$ cat config.mk
export PLATFORM = sky130hd
export DESIGN_NAME = go_back_n_sender_window
export DESIGN_NICKNAME = d
export VERILOG_FILES = /design/src/rtl/core/gbn_pkg.sv /design/src/rtl/core/gbn_cfg.sv /design/src/rtl/core/gbn_ctrl.sv /design/src/rtl/core/gbn_dp.sv /design/src/rtl/core/go_back_n_sender_window.sv
export VERILOG_INCLUDE_DIRS = /design/src /design/src/rtl/core
export SDC_FILE = /design/constraint.sdc
export NUM_CORES = 1
export LEC_CHECK = 0
export BUFFER_PORTS_ARGS = -buffer_cell sky130_fd_sc_hd__buf_2
export CORE_MARGIN = 2
export CORE_UTILIZATION = 55
export DETAILED_ROUTE_END_ITERATION = 10
export PLACE_DENSITY = 0.76
export REMOVE_ABC_BUFFERS = 1
export SLEW_MARGIN = 20
export SYNTH_ARGS = -nofsm -noshare
export SYNTH_HDL_FRONTEND = slang
export SYNTH_SLANG_ARGS = --single-unit
$ cat constraint.sdc
create_clock -name clk -period 4.9 [get_ports clk]
set_clock_uncertainty 0.1 [all_clocks]
set_input_delay 0.735 -clock clk [delete_from_list [all_inputs] [get_ports clk]]
set_output_delay 0.735 -clock clk [all_outputs]
set_load 0.01 [all_outputs]
$ cat src/rtl/core/assert_macros.svh
// Assertion macros of the go-back-n sender window datapath.
`ifndef ASSERT_MACROS_SVH
`define ASSERT_MACROS_SVH

// Property that must hold at every clock edge outside reset.
`define GBN_ASSERT(label, prop, msg) \
	label: assert property (@(posedge clk) disable iff (!arst_n) (prop)) \
		else $error(msg);

// Implication checked in the same cycle.
`define GBN_ASSERT_IMPL(label, ante, cons, msg) \
	label: assert property (@(posedge clk) disable iff (!arst_n) (ante) |-> (cons)) \
		else $error(msg);

`endif

$ cat src/rtl/core/gbn_pkg.sv
// Shared types, codes and constants of the go-back-n sender window.
package gbn_pkg;

	// Segment geometry (chunk size must be a power of two)
	localparam int CHUNK_BYTES = 512;
	localparam int CHUNK_SHIFT = $clog2(CHUNK_BYTES);
	localparam int BYTE_BITS   = 8;

	// Field widths
	localparam int SIZE_W  = 24;
	localparam int SEG_W   = 16;
	localparam int SEQ_W   = SEG_W + 1;
	localparam int WIN_W   = 5;
	localparam int RETRY_W = 4;
	localparam int CFG_INDEX_W = 2;
	localparam int CFG_DATA_W  = 5;

	localparam int IN_DATA_W  = ((SIZE_W + SEG_W + BYTE_BITS - 1) / BYTE_BITS) * BYTE_BITS;
	localparam int OUT_DATA_W = ((SEG_W + BYTE_BITS - 1) / BYTE_BITS) * BYTE_BITS;

	localparam logic [WIN_W-1:0]   MAX_WINDOW      = WIN_W'(16);
	localparam logic [WIN_W-1:0]   WINDOW_RESET    = WIN_W'(10);
	localparam logic [RETRY_W-1:0] RETRIES_RESET   = RETRY_W'(10);
	localparam logic [RETRY_W-1:0] RETRY_SAT       = '1;
	localparam logic [SEG_W-1:0]   SEG_MAX         = '1;

	// Event codes
	typedef enum logic [1:0] {
		OP_START   = 2'd0,
		OP_ACK     = 2'd1,
		OP_TIMEOUT = 2'd2,
		OP_UNUSED  = 2'd3
	} op_t;

	// Result kinds
	typedef enum logic [1:0] {
		KIND_DATA  = 2'd0,
		KIND_FINAL = 2'd1,
		KIND_DONE  = 2'd2,
		KIND_ABORT = 2'd3
	} kind_t;

	// Configuration register indexes
	typedef enum logic [CFG_INDEX_W-1:0] {
		REG_WINDOW_SIZE = 2'd0,
		REG_MAX_RETRIES = 2'd1
	} cfg_reg_t;

	// What an incoming event leads to
	typedef enum logic [1:0] {
		EV_NONE,
		EV_SEND,
		EV_FINISH
	} ev_class_t;

	// Controller to datapath
	typedef struct packed {
		logic take;
		logic emit_send;
		logic emit_fin;
	} gbn_cmd_t;

	// Datapath to controller
	typedef struct packed {
		ev_class_t ev;
		logic      can_send;
		logic      send_last;
		logic      out_free;
	} gbn_stat_t;

endpackage

$ cat src/rtl/core/gbn_cfg.sv
// Configuration registers: window size and retry limit.
module gbn_cfg (
	input  logic                             clk,
	input  logic                             arst_n,
	input  logic                             cfg_valid,
	output logic                             cfg_ready,
	input  logic [gbn_pkg::CFG_INDEX_W-1:0]  cfg_index,
	input  logic [gbn_pkg::CFG_DATA_W-1:0]   cfg_data,
	output logic [gbn_pkg::WIN_W-1:0]        win,
	output logic [gbn_pkg::RETRY_W-1:0]      retry_limit
);
	import gbn_pkg::*;

	logic [WIN_W-1:0]   window_q;
	logic [RETRY_W-1:0] retry_limit_q;

	assign cfg_ready = 1'b1;

	// register writes; unknown indexes are dropped
	always_ff @(posedge clk or negedge arst_n) begin
		if (!arst_n) begin
			window_q      <= WINDOW_RESET;
			retry_limit_q <= RETRIES_RESET;
		end else if (cfg_valid) begin
			case (cfg_index)
				REG_WINDOW_SIZE: window_q      <= cfg_data[WIN_W-1:0];
				REG_MAX_RETRIES: retry_limit_q <= cfg_data[RETRY_W-1:0];
				default: ;
			endcase
		end
	end

	// windows above the maximum act as the maximum
	assign win         = (window_q > MAX_WINDOW) ? MAX_WINDOW : window_q;
	assign retry_limit = retry_limit_q;

endmodule

$ cat src/rtl/core/gbn_ctrl.sv
// Controller: takes one event, then sequences its result beats.
module gbn_ctrl (
	input  logic               clk,
	input  logic               arst_n,
	input  logic               s_tvalid,
	output logic               s_tready,
	input  gbn_pkg::gbn_stat_t stat,
	output gbn_pkg::gbn_cmd_t  cmd
);
	import gbn_pkg::*;

	typedef enum logic [1:0] {
		S_IDLE,
		S_SEND,
		S_FIN
	} state_t;

	state_t state_q;

	assign s_tready = (state_q == S_IDLE);

	// commands for the datapath
	always_comb begin
		cmd.take      = (state_q == S_IDLE) && s_tvalid;
		cmd.emit_send = (state_q == S_SEND) && stat.out_free && stat.can_send;
		cmd.emit_fin  = (state_q == S_FIN) && stat.out_free;
	end

	// state register
	always_ff @(posedge clk or negedge arst_n) begin
		if (!arst_n) begin
			state_q <= S_IDLE;
		end else begin
			case (state_q)
				S_IDLE: begin
					if (s_tvalid) begin
						case (stat.ev)
							EV_SEND:   state_q <= S_SEND;
							EV_FINISH: state_q <= S_FIN;
							default:   state_q <= S_IDLE;
						endcase
					end
				end
				S_SEND: begin
					// window closed or last send of this event
					if (stat.out_free && (!stat.can_send || stat.send_last)) begin
						state_q <= S_IDLE;
					end
				end
				S_FIN: begin
					if (stat.out_free) begin
						state_q <= S_IDLE;
					end
				end
				default: state_q <= S_IDLE;
			endcase
		end
	end

endmodule

$ cat src/rtl/core/gbn_dp.sv
// Datapath: window state, event decode, segment count and output register.
`include "assert_macros.svh"

module gbn_dp (
	input  logic                            clk,
	input  logic                            arst_n,
	input  logic [gbn_pkg::IN_DATA_W-1:0]   s_tdata,
	input  logic [2:0]                      s_tuser,
	input  logic [gbn_pkg::WIN_W-1:0]       win,
	input  logic [gbn_pkg::RETRY_W-1:0]     retry_limit,
	input  gbn_pkg::gbn_cmd_t               cmd,
	output gbn_pkg::gbn_stat_t              stat,
	output logic                            m_tvalid,
	input  logic                            m_tready,
	output logic [gbn_pkg::OUT_DATA_W-1:0]  m_tdata,
	output logic [1:0]                      m_tuser,
	output logic                            m_tlast
);
	import gbn_pkg::*;

	localparam int SUM_W = SIZE_W + 1;

	// window state; base1 is the highest acked segment plus one
	logic [SEQ_W-1:0]   base1_q;
	logic [SEQ_W-1:0]   next_q;
	logic [SEG_W-1:0]   total_q;
	logic [RETRY_W-1:0] retry_q;
	logic               active_q;
	kind_t              fin_kind_q;

	// output register
	logic                  m_tvalid_q;
	logic [SEG_W-1:0]      seg_q;
	kind_t                 kind_q;
	logic                  last_q;

	// input fields
	op_t               op;
	logic              term;
	logic [SIZE_W-1:0] size;
	logic [SEG_W-1:0]  ackn;

	assign op   = op_t'(s_tuser[1:0]);
	assign term = s_tuser[2];
	assign size = s_tdata[SIZE_W-1:0];
	assign ackn = s_tdata[SIZE_W +: SEG_W];

	// segment count: ceiling of size over chunk, saturated
	logic [SUM_W-1:0] size_up;
	logic [SUM_W-1:0] segs_full;
	logic [SEG_W-1:0] segs;

	assign size_up   = {1'b0, size} + SUM_W'(CHUNK_BYTES - 1);
	assign segs_full = size_up >> CHUNK_SHIFT;
	assign segs      = (segs_full > SUM_W'(SEG_MAX)) ? SEG_MAX : segs_full[SEG_W-1:0];

	// ack handling: raise base, keep next at or above it
	logic [SEQ_W-1:0] ack1;
	logic [SEQ_W-1:0] base1_ack;
	logic [SEQ_W-1:0] next_ack;

	assign ack1      = {1'b0, ackn} + SEQ_W'(1);
	assign base1_ack = (ack1 > base1_q) ? ack1 : base1_q;
	assign next_ack  = (next_q < base1_ack) ? base1_ack : next_q;

	logic retry_out;
	assign retry_out = (retry_q >= retry_limit);

	// event classification
	ev_class_t ev_cls;

	always_comb begin
		case (op)
			OP_START:   ev_cls = EV_SEND;
			OP_ACK:     ev_cls = !active_q ? EV_NONE : (term ? EV_FINISH : EV_SEND);
			OP_TIMEOUT: ev_cls = !active_q ? EV_NONE : (retry_out ? EV_FINISH : EV_SEND);
			default:    ev_cls = EV_NONE;
		endcase
	end

	assign stat.ev = ev_cls;

	// send window check for the segment at next
	logic [SEQ_W-1:0] in_flight;
	logic             is_final;

	assign in_flight      = next_q - base1_q;
	assign is_final       = (next_q == {1'b0, total_q});
	assign stat.can_send  = (next_q <= {1'b0, total_q}) && (in_flight < SEQ_W'(win));
	assign stat.send_last = is_final || ((in_flight + SEQ_W'(1)) == SEQ_W'(win));
	assign stat.out_free  = !m_tvalid_q || m_tready;

	// window state updates
	always_ff @(posedge clk or negedge arst_n) begin
		if (!arst_n) begin
			base1_q  <= '0;
			next_q   <= '0;
			total_q  <= '0;
			retry_q  <= '0;
			active_q <= 1'b0;
		end else if (cmd.take) begin
			case (op)
				OP_START: begin
					total_q  <= segs;
					base1_q  <= '0;
					next_q   <= '0;
					retry_q  <= '0;
					active_q <= 1'b1;
				end
				OP_ACK: begin
					if (active_q) begin
						retry_q <= '0;
						if (term) begin
							active_q <= 1'b0;
						end else begin
							base1_q <= base1_ack;
							next_q  <= next_ack;
						end
					end
				end
				OP_TIMEOUT: begin
					if (active_q) begin
						if (retry_out) begin
							active_q <= 1'b0;
						end else begin
							next_q <= base1_q;
							if (retry_q != RETRY_SAT) begin
								retry_q <= retry_q + RETRY_W'(1);
							end
						end
					end
				end
				default: ;
			endcase
		end else if (cmd.emit_send) begin
			next_q <= next_q + SEQ_W'(1);
		end
	end

	// finishing kind, latched with the event
	always_ff @(posedge clk) begin
		if (cmd.take) begin
			fin_kind_q <= (op == OP_ACK) ? KIND_DONE : KIND_ABORT;
		end
	end

	// output valid
	always_ff @(posedge clk or negedge arst_n) begin
		if (!arst_n) begin
			m_tvalid_q <= 1'b0;
		end else if (cmd.emit_send || cmd.emit_fin) begin
			m_tvalid_q <= 1'b1;
		end else if (m_tready) begin
			m_tvalid_q <= 1'b0;
		end
	end

	// output payload
	always_ff @(posedge clk) begin
		if (cmd.emit_send) begin
			seg_q  <= next_q[SEG_W-1:0];
			kind_q <= is_final ? KIND_FINAL : KIND_DATA;
			last_q <= stat.send_last;
		end else if (cmd.emit_fin) begin
			seg_q  <= '0;
			kind_q <= fin_kind_q;
			last_q <= 1'b1;
		end
	end

	assign m_tvalid = m_tvalid_q;
	assign m_tdata  = OUT_DATA_W'(seg_q);
	assign m_tuser  = kind_q;
	assign m_tlast  = last_q;

	`GBN_ASSERT(a_next_not_below_base, next_q >= base1_q, "next segment below window base")
	`GBN_ASSERT(a_flight_bounded, (next_q - base1_q) <= SEQ_W'(MAX_WINDOW), "too many segments in flight")
	`GBN_ASSERT_IMPL(a_fin_is_last, m_tvalid_q && (kind_q == KIND_DONE || kind_q == KIND_ABORT), last_q, "done or abort beat without last")

endmodule

$ cat src/rtl/core/go_back_n_sender_window.sv
// Go-back-n sender window: an event is accepted only while no earlier one is in progress.
// Each event yields up to min(window_size, 16) send beats, one per cycle while not stalled,
// the first passing the controller state and then the output register; done and abort give a
// single beat. An ignored event leaves the controller idle; any other holds it busy until its
// beats are out, paced by the one-send-per-cycle sequencer and the single output register.
// arst_n clears the window state to idle and the registers to window 10, retries 10.
module go_back_n_sender_window (
	input  logic                            clk,
	input  logic                            arst_n,
	// configuration write channel
	input  logic                            cfg_valid,
	output logic                            cfg_ready,
	input  logic [gbn_pkg::CFG_INDEX_W-1:0] cfg_index,
	input  logic [gbn_pkg::CFG_DATA_W-1:0]  cfg_data,
	// event stream
	input  logic                            s_tvalid,
	output logic                            s_tready,
	input  logic [gbn_pkg::IN_DATA_W-1:0]   s_tdata,  // file_size[23:0], ack_number[39:24]
	input  logic [2:0]                      s_tuser,  // op[1:0], ack_terminal[2]
	// send order stream
	output logic                            m_tvalid,
	input  logic                            m_tready,
	output logic [gbn_pkg::OUT_DATA_W-1:0]  m_tdata,  // segment_number[15:0]
	output logic [1:0]                      m_tuser,  // kind[1:0]
	output logic                            m_tlast
);
	import gbn_pkg::*;

	logic [WIN_W-1:0]   win;
	logic [RETRY_W-1:0] retry_limit;
	gbn_cmd_t           cmd;
	gbn_stat_t          stat;

	gbn_cfg u_cfg (
		.clk         (clk),
		.arst_n      (arst_n),
		.cfg_valid   (cfg_valid),
		.cfg_ready   (cfg_ready),
		.cfg_index   (cfg_index),
		.cfg_data    (cfg_data),
		.win         (win),
		.retry_limit (retry_limit)
	);

	gbn_ctrl u_ctrl (
		.clk      (clk),
		.arst_n   (arst_n),
		.s_tvalid (s_tvalid),
		.s_tready (s_tready),
		.stat     (stat),
		.cmd      (cmd)
	);

	gbn_dp u_dp (
		.clk         (clk),
		.arst_n      (arst_n),
		.s_tdata     (s_tdata),
		.s_tuser     (s_tuser),
		.win         (win),
		.retry_limit (retry_limit),
		.cmd         (cmd),
		.stat        (stat),
		.m_tvalid    (m_tvalid),
		.m_tready    (m_tready),
		.m_tdata     (m_tdata),
		.m_tuser     (m_tuser),
		.m_tlast     (m_tlast)
	);

endmodule

==> out/results.tsv, run 1 <==
metric	value	unit
timing.final.crit_share	109	%
gp_congestion	0.947	
grt_start_max_net_pins	68	
slowest_stage	a2111o_1	
post-route-min-period	5.33	ns
placedCellCount	1196	
wirelength	23300	um
grt_pass1_vias	7224	
use_met3	4.87	%
met1_usage	40.9	%
num_vias	7711	
critPathBufInv	4	
firstDrtPassIters	6	
grt.overflow.total	0	
clk_path_buf_depth	2	
hold_viol_final	0	
netlist_area	7660	um2
row_count	43	
finalNonFillerCells	1225	
min_from	u_dp.total_q[10]	
crit_path_max_fanout	4	
violations	negative setup slack	
status	finished with violations	
tns	-6.62	ns
clock_latency	0.35	ns
hold_class	flip-flop to flip-flop	
h-tree-depth	3	
ys_ff_latch	87	
clock-sinks	87	
finalPower	3.93	mW
startpoint	s_tdata[25]	
postSynthAreaPerCell	8.69	um2
die_w	122	um
nets	1178	
path_delay_family	compound AO/OA/AOI/OAI gates	
dieHeight	122	um
hold_ws	0.381	ns
holdPathEnd	u_dp.total_q[10]	
io_pins	77	
drive_gt1_share	25.2	%
cts-root-buf	clkbuf_16	
drc	0	
antenna_found_initial	0	
powerDensity	414	nW/um2
num_antenna_cells	0	
setup_viol	17	
arrival	5.46	ns
min_path_cells	2	
syn_to_final_growth	24.1	%
portBuffers	75	
cts_tree	yes	
hold_buffers	0	
ant_nets	0	
start_util	55.8	%
wl_per_cell	19.0	um
synth_edf_count	20	
criticalPathCategory	primary input to flip-flop	
slew_headroom	41.5	%
maxCapViolCount	0	
fin_util	69.2	%
rsz0062_at_grt	yes	
post-place-ws	-1.18	ns
rr_startpoint	u_dp.base1_q[1]	
tightestPinTransition	0.878	ns
cp.required	5.04	ns
die_area	14900	um2
start_kind	primary input	
cts_buffers	9	
seq_area_frac_synth	29.8	%
drv_slew	0	
grt_pass1_wl	36500	um
crit_path_end_kind	flip-flop	
finish.instance_area	9500	um2
cpPeakStageDelay	0.36	ns
synth-async-reset-ratio	77.0	%
max_freq	188	MHz
reg2reg_depth	20	
clkSlewWorstSetupHoldPaths	0.07	ns
p_leak	4.37	nW
synth_flop_cell	dfrtp_1	
viasPerCell	6.29	
core-area	13700	um2
synth_cell_types	78	
vdd_drop_max	235	uV
hpwl	17400	um
placed_area	8780	um2
yosys_warnings	0	
grt.met2_usage	52.7	%
dr.first_iter.drc_count	787	
synth_cells	881	
grt_most_used_layer	met2	
r2r-end	u_dp.next_q[1]	
layout_setup_ws	-0.426	ns
grt_use_total	31.9	%
reg2reg_slack	0.02	ns
worst max-delay path by stage:
| stage | endpoint | slack [ns] | depth (start not counted) |
|---|---|---|---|
| after floorplan | u_dp.next_q[14] | -2.56 | 23 |
| after global placement | u_dp.next_q[13] | -1.05 | 26 |
| after detailed placement | u_dp.next_q[10] | -1.18 | 27 |
| after CTS | u_dp.next_q[5] | -0.29 | 28 |
| after global routing | u_dp.next_q[0] | -0.66 | 26 |
| final | u_dp.next_q[1] | -0.43 | 26 |
power by group:
group	total (mW)	switching, mW	internal [mW]
Clock	0.747	0.313	0.434
Sequential	0.958	0.113	0.845
Combinational	2.23	1.25	0.972
Total	3.93	1.68	2.25
registers in the layout, summed over array words and instances (netlist names):
register,flops
u_dp.m_tlast,1
u_dp.m_tdata,16
u_dp.m_tvalid,1
u_cfg.window_q,5
u_cfg.retry_limit,4
u_ctrl.state_q,2
u_dp.m_tuser,2
u_dp.next_q,17
u_dp.active_q,1
u_dp.total_q,16
u_dp.base1_q,17
u_dp.fin_kind_q,1
u_dp.retry_q,4
logic make-up after synthesis:
logic type,synth area share (%)
compound gates,22.0
xor+xnor,5.03
fa+ha+maj,13.7
buf+inv,4.28
flops,29.8
mux,4.53
other cells,0.0490
simple gates,20.7
per-layer routing:
metal	wire length, um	up-vias
met5	0	-
met4	1060	0
met3	1960	86
met2	10800	418
met1	9430	3637
li1	-	3570
placed cells by master (no fill, tap or decap), types with 10 or more instances in the layout:
master	Yosys	layout
nand2_1	91	89
buf_4	1	86
ha_1	82	79
o21ai_0	75	71
buf_2	5	71
dfrtp_1	63	63
inv_1	55	55
nor2_1	45	42
a21oi_1	39	34
nand3_1	32	28
nor3_1	25	25
a21o_1	24	24
and2_1	24	23
xnor2_1	25	20
edfxtp_1	20	20
xor2_1	19	18
nand4_1	17	17
mux2i_1	20	15
nor2b_1	13	13
nand2b_1	13	13
and3_1	15	13
buf_6	0	13
a211oi_1	11	11
clkbuf_16	0	10
final cells by class:
cell class	count	area, um2
flip-flops and latches	87	2280
fillers	1100	4220
inverters	56	213
multi-input cells	713	5260
repair buffers	173	1190
clock buffers	10	250
well taps	180	225
clock inverters	6	73.8
worst min-delay path: stages, from the launching register on:
cell and delay, ns:
dfrtp_1 0.34, nand2_1 0.04, o21ai_0 0.06
synthesized netlist by cell type, types with 11 or more instances:
cell | count | area (um2)
xor2_1 | 19 | 166
edfxtp_1 | 20 | 601
nor2b_1 | 13 | 81.3
a21o_1 | 24 | 180
xnor2_1 | 25 | 219
a21oi_1 | 39 | 195
nand2_1 | 91 | 342
nor3_1 | 25 | 125
and3_1 | 15 | 93.8
and2_1 | 24 | 150
dfrtp_1 | 63 | 1580
mux2i_1 | 20 | 200
clkbuf_1 | 16 | 60.1
nor2_1 | 45 | 169
o21ai_0 | 75 | 375
nand2b_1 | 13 | 81.3
inv_1 | 55 | 206
a211oi_1 | 11 | 82.6
nand3_1 | 32 | 160
nand4_1 | 17 | 106
ha_1 | 82 | 1030
timing repair:
item                                    in CTS  in global routing
endpoints found under the setup margin      17                 17
cloned                                       1                  0
buffers inserted                             9                  3
gates resized for setup                     59                 10
pin swaps                                   42                  7
Power figures use the tool's default switching activity.
==> run 2: changes to the inputs <==
- CORE_UTILIZATION: 55 -> 45
- CTS_CLUSTER_DIAMETER: not set -> 60
- PLACE_DENSITY: 0.76 -> 0.64
==> run 2 against run 1 <==
  * The run still ends with negative setup slack left
  * Global-route usage down 6.7 points
  * Combinational power fell by 3%
  * Routed wire length fell by 3.9%
  * Core utilization fell by 12 points
  * Worst hold slack got worse by 0.068 ns
  * Critical endpoint is now u_dp.next_q[9]
  * Clock-buffer cell count did not move
  * Sequential power about the same
  * Critical path depth shrank 1
==> out/results.tsv, run 2 (same netlist as run 1, synthesis figures left out) <==
metric	value	unit	change
layout_commonest_cell	nand2_1		
die_w	134	um	+10%
cpPeakStageDelay	0.41	ns	+0.05 ns
dr.first_iter.drc_count	535		-32%
violations	negative setup slack		
largest_registers	u_dp.base1_q (17), u_dp.next_q (17)		
cp.required	5.04	ns	about the same
tightestPinTransition	0.995	ns	+0.117 ns
post-place-ws	-1.20	ns	-0.0145 ns
row_count	47		+9.3%
core-area	16600	um2	+21%
critPathBufInv	4		unchanged
hold_buffers	0		unchanged
post-route-min-period	5.30	ns	-0.0266 ns
setup_viol	17		unchanged
nets	1170		-0.68%
grt_most_used_layer	met2		
max_freq	189	MHz	+0.50%
swShare	42.7	%	-0.054 points
clock-sinks	87		unchanged
powerDensity	408	nW/um2	-1.5%
drc	0		unchanged
clk_path_buf_depth	2		unchanged
maxCapViolCount	0		unchanged
crit_path_max_fanout	7		+3
clkSlewWorstSetupHoldPaths	0.07	ns	about the same
hold_viol_final	0		unchanged
path_delay_family	compound AO/OA/AOI/OAI gates		
layout_common_cells	nand2_1, buf_4, ha_1, buf_2, o21ai_0		
rsz0062_at_grt	yes		
crit_path_end_kind	flip-flop		
cts-root-buf	clkbuf_16		
drive_gt1_share	24.2	%	-0.96 points
die_area	18100	um2	+21%
start_util	46.2	%	-9.6 points
p_leak	4.30	nW	-1.5%
layout_setup_ws	-0.399	ns	+0.0266 ns
hold_class	primary input to async pin		
grt_pass1_vias	6993		-3.2%
use_met3	5.44	%	+0.57 points
h-tree-depth	3		unchanged
hpwl	17400	um	about the same
p_seq_share	25.0	%	+0.6 points
cts_buffers	9		unchanged
intPower	2.20	mW	-2.1%
vdd_drop_max	220	uV	-6.3%
portBuffers	75		unchanged
placedCellCount	1228		+2.7%
status	finished with violations		
grt.met2_usage	41.6	%	-11 points
slew_headroom	33.2	%	-8.3 points
arrival	5.44	ns	-0.02 ns
p_clk_share	18.9	%	about the same
start_kind	primary input		
dieHeight	134	um	+10%
num_vias	7348		-4.7%
cts_tree	yes		
clock_latency	0.35	ns	about the same
syn_to_final_growth	23.3	%	
rr_startpoint	u_dp.base1_q[1]		
fin_util	56.9	%	-12 points
ant_nets	0		unchanged
startpoint	s_tdata[25]		
crit_top_cell	a21o_1		
drv_slew	0		unchanged
met1_usage	33.2	%	-7.7 points
grt_use_total	25.2	%	-6.7 points
criticalPathCategory	primary input to flip-flop		
io_pins	77		unchanged
timing.final.crit_share	108	%	-0.54 points
num_antenna_cells	0		unchanged
wl_per_cell	17.8	um	-6.4%
gp_congestion	0.910		-3.9%
wirelength	22300	um	-3.9%
antenna_found_initial	0		unchanged
p_sw	1.64	mW	-2.3%
finalNonFillerCells	1257		+2.6%
finalPower	3.85	mW	-2.2%
viasPerCell	5.85		-7.1%
grt.overflow.total	0		unchanged
slowest_stage	a2111o_1		
grt_pass1_wl	36000	um	-1.4%
grt_start_max_net_pins	40		-41%
firstDrtPassIters	5		-1
combPwrFrac	56.1	%	-0.5 points
## run 2: path summary, 6_finish.rpt
| kind | to | slack (ns) | cells past startpoint |
|---|---|---|---|
| worst min register to register | u_dp.total_q[13] | 0.38 | 2 |
| min in group clk | u_dp.total_q[13] | 0.38 | 2 |
| max in group asynchronous | u_dp.base1_q[15] | 3.38 | 2 |
| worst max register to register | u_dp.next_q[9] | 0.20 | 20 |
| worst max-delay path | u_dp.next_q[9] | -0.40 | 25 |
| worst min-delay path | u_dp.retry_q[1] | 0.31 | 1 |
## run 2: layout make-up
type | count | area (um2)
Timing Repair Buffer | 165 | 1100
Clock buffer | 10 | 239
Clock inverter | 6 | 76.3
Fill cell | 1552 | 7150
Multi-Input combinational cell | 713 | 5260
Tap cell | 220 | 275
Inverter | 56 | 213
Sequential cell | 87 | 2280
## run 2: routing by layer
layer	up-vias	wire [um]
met1	3492	9850
met2	249	10500
met4	0	617
met5	-	0
met3	43	1350
li1	3564	-
## run 2: worst reg2reg max path, cell delays in order, from the launching register on
cell      delay [ns]
dfrtp_1         0.41
inv_1           0.13
ha_1            0.33
nor2b_1         0.14
o21a_1          0.16
o21ai_0         0.17
a21o_1          0.21
a21oi_4         0.09
o21ai_4         0.20
buf_6           0.17
buf_4           0.17
mux2i_4         0.25
ha_1            0.27
o21ai_1         0.14
a21o_1          0.10
a21oi_1         0.10
a2111o_1        0.42
a221o_1         0.38
or2_4           0.26
buf_6           0.14
a32o_2          0.26
## run 2: power groups by stage
stage / clock, mW / combinational, mW / sequential [mW]
floorplan: 0 / 1.49 / 0.936
global placement: 0 / 2.02 / 0.965
detailed placement: 0 / 2.05 / 0.968
CTS: 0.738 / 2.12 / 0.957
global route: 0.766 / 2.40 / 0.973
finish: 0.727 / 2.16 / 0.961
## run 2: what timing repair did
item / 4_1_cts / 5_1_grt
resized for setup: 48 / 8
pin swaps: 41 / 11
gates cloned: 1 / 0
buffers inserted: 8 / 4
setup endpoints to repair: 17 / 17
## run 2: stage by stage
stage,hold WS (ns),TNS (ns),instance area (um2)
2_1_floorplan,0.339,-45.89,7540
3_3_place_gp,0.365,-18.18,8770
3_5_place_dp,0.371,-20.18,8770
4_1_cts,0.334,-4.23,9370
5_1_grt,0.367,-9.52,9440
6_report,0.313,-6.57,9440
==> run 3: changes to the inputs <==
- clock period: 4.9 -> 4.25 ns (I/O delays scaled with it)
==> run 3 against run 2 <==
  * The run still ends with negative setup slack left
  * Non-clock buffer count grew 49
  * Register-to-register slack lost 0.61 ns
  * Clock power grew 15%
  * Critical path depth is the same
  * Worst hold slack lost 0.13 ns
  * Combinational power grew 26%
  * Via count grew 1.6%
  * Global-route usage grew 0.51 points
  * Core utilization grew 2.5 points
  * Largest power group unchanged
==> out/results.tsv, run 3 (same netlist as run 1, synthesis figures left out) <==
metric	value	unit	change
path_delay_family	compound AO/OA/AOI/OAI gates		
crit_top_cell	a21o_1		
layout_common_cells	buf_4, nand2_1, ha_1, buf_2, o21ai_0		
viasPerCell	5.71		-2.2%
finish.instance_area	9860	um2	+4.4%
grt_use_total	25.7	%	+0.51 points
rsz0062_at_grt	yes		
reg2reg_depth	20		unchanged
portBuffers	75		unchanged
r2r-end	u_dp.next_q[2]		
layout_commonest_cell	buf_4		
combPwrFrac	59.0	%	+2.9 points
crit_path_end_kind	flip-flop		
core-area	16600	um2	unchanged
h-tree-depth	3		unchanged
io_pins	77		unchanged
placed_area	9080	um2	+3.5%
met1_usage	34.2	%	+0.97 points
vdd_drop_max	267	uV	+21%
num_antenna_cells	0		unchanged
p_clk_share	18.0	%	-0.9 points
clkSlewWorstSetupHoldPaths	0.07	ns	about the same
wirelength	23000	um	+2.8%
num_vias	7463		+1.6%
powerDensity	470	nW/um2	+15%
clock-sinks	87		unchanged
max_freq	191	MHz	
slowest_stage	a2111o_1		
die_area	18100	um2	unchanged
die_w	134	um	unchanged
violations	negative setup slack		
cts_buffers	9		unchanged
nets	1219		+4.2%
timing.final.crit_share	123	%	
reg2reg_slack	-0.41	ns	-0.61 ns
grt_most_used_layer	met2		
syn_to_final_growth	28.7	%	
p_seq_share	23.0	%	-2.0 points
cts-root-buf	clkbuf_16		
clock_latency	0.35	ns	about the same
grt_pass1_wl	36800	um	+2.1%
cp.required	4.38	ns	-0.66 ns
hold_buffers	0		unchanged
drv_slew	0		unchanged
arrival	5.36	ns	-0.08 ns
use_met3	3.74	%	-1.7 points
rr_startpoint	u_dp.base1_q[1]		
dr.first_iter.drc_count	510		-4.7%
antenna_found_initial	0		unchanged
drc	0		unchanged
start_kind	primary input		
setup_viol	17		unchanged
grt_start_max_net_pins	44		+10%
grt.met2_usage	43.0	%	+1.5 points
hold_viol_final	0		unchanged
ant_nets	0		unchanged
slew_headroom	25.8	%	-7.4 points
post-route-min-period	5.23	ns	
grt.overflow.total	0		unchanged
maxCapViolCount	0		unchanged
p_sw	1.95	mW	+19%
hpwl	18100	um	+3.7%
cts_tree	yes		
firstDrtPassIters	5		unchanged
fin_util	59.4	%	+2.5 points
crit_path_max_fanout	7		unchanged
gp_congestion	0.951		+4.5%
largest_registers	u_dp.base1_q (17), u_dp.next_q (17)		
row_count	47		unchanged
criticalPathCategory	primary input to flip-flop		
startpoint	s_tdata[25]		
intPower	2.68	mW	+21%
cpPeakStageDelay	0.39	ns	-0.02 ns
p_leak	4.56	nW	+5.9%
tightestPinTransition	1.11	ns	+0.110 ns
critPathBufInv	2		-2
dieHeight	134	um	unchanged
swShare	42.2	%	-0.53 points
grt_pass1_vias	7158		+2.4%
drive_gt1_share	28.0	%	+3.8 points
hold_class	primary input to async pin		
status	finished with violations		
clk_path_buf_depth	2		unchanged
layout_setup_ws	-0.977	ns	-0.578 ns
finalPower	4.63	mW	+20%
hold_ws	0.180	ns	-0.133 ns
wl_per_cell	17.6	um	-1.0%
start_util	46.2	%	unchanged
[run 3: cell types whose count changed in the layout (fill, tap and decap cells not counted), sizes merged]
cell / change
buf: +49
inv: +1
clkbuf: -1
[run 3: worst max-delay path by stage]
stage | slack [ns] | cells after the start | to
floorplan | -3.11 | 23 | u_dp.next_q[14]
global placement | -1.63 | 26 | u_dp.next_q[11]
detailed placement | -1.73 | 26 | u_dp.next_q[16]
CTS | -0.82 | 26 | u_dp.next_q[4]
global route | -1.12 | 28 | u_dp.next_q[2]
finish | -0.98 | 25 | u_dp.next_q[2]
[run 3: timing repair]
action,in CTS,in global routing
endpoints found under the hold margin,0,0
endpoints found under the setup margin,17,19
gates resized for setup,53,14
pin swaps,51,7
buffers inserted,16,5
gates cloned,1,0
[run 3: power groups by stage]
stage	combinational (mW)	clock (mW)	sequential [mW]
after floorplan	1.72	0	1.08
after global placement	2.51	0	1.07
after CTS	2.63	0.851	1.06
final	2.73	0.835	1.06
after detailed placement	2.54	0	1.08
after global routing	3.01	0.889	1.07
[run 3: metal layers]
metal | up-vias | share of wire (%)
li1 | 3642 | -
met1 | 3528 | 44
met2 | 237 | 47
met3 | 56 | 5.5
met4 | 0 | 3.2
met5 | - | 0
[run 3: worst register-to-register path, cell delays in order (launching register included)]
cell	delay [ns]
dfrtp_1	0.38
inv_1	0.12
ha_1	0.27
nor2b_1	0.14
o21a_1	0.16
o21ai_0	0.17
a21o_1	0.20
a21oi_2	0.09
o21ai_4	0.25
mux2i_4	0.35
ha_4	0.24
a21o_1	0.17
a21o_1	0.14
a21o_1	0.15
a21oi_1	0.12
o21ai_1	0.09
a2111o_1	0.39
a221o_1	0.36
or2_4	0.26
buf_6	0.14
a32o_2	0.26
[run 3: area by class of cell]
cell class / count / area, um2
Sequential cell: 87 / 2280
Inverter: 56 / 213
Fill cell: 1493 / 6730
Multi-Input combinational cell: 713 / 5300
Clock buffer: 9 / 225
Clock inverter: 7 / 87.6
Tap cell: 220 / 275
Timing Repair Buffer: 214 / 1480
[run 3: through the flow]
step	setup slack, ns	setup TNS (ns)	cells
2_1_floorplan	-3.11	-64.13	856
3_3_place_gp	-1.63	-27.58	1269
3_5_place_dp	-1.73	-29.33	1269
4_1_cts	-0.817	-13.69	1301
5_1_grt	-1.12	-18.91	1306
6_report	-0.977	-16.33	1306
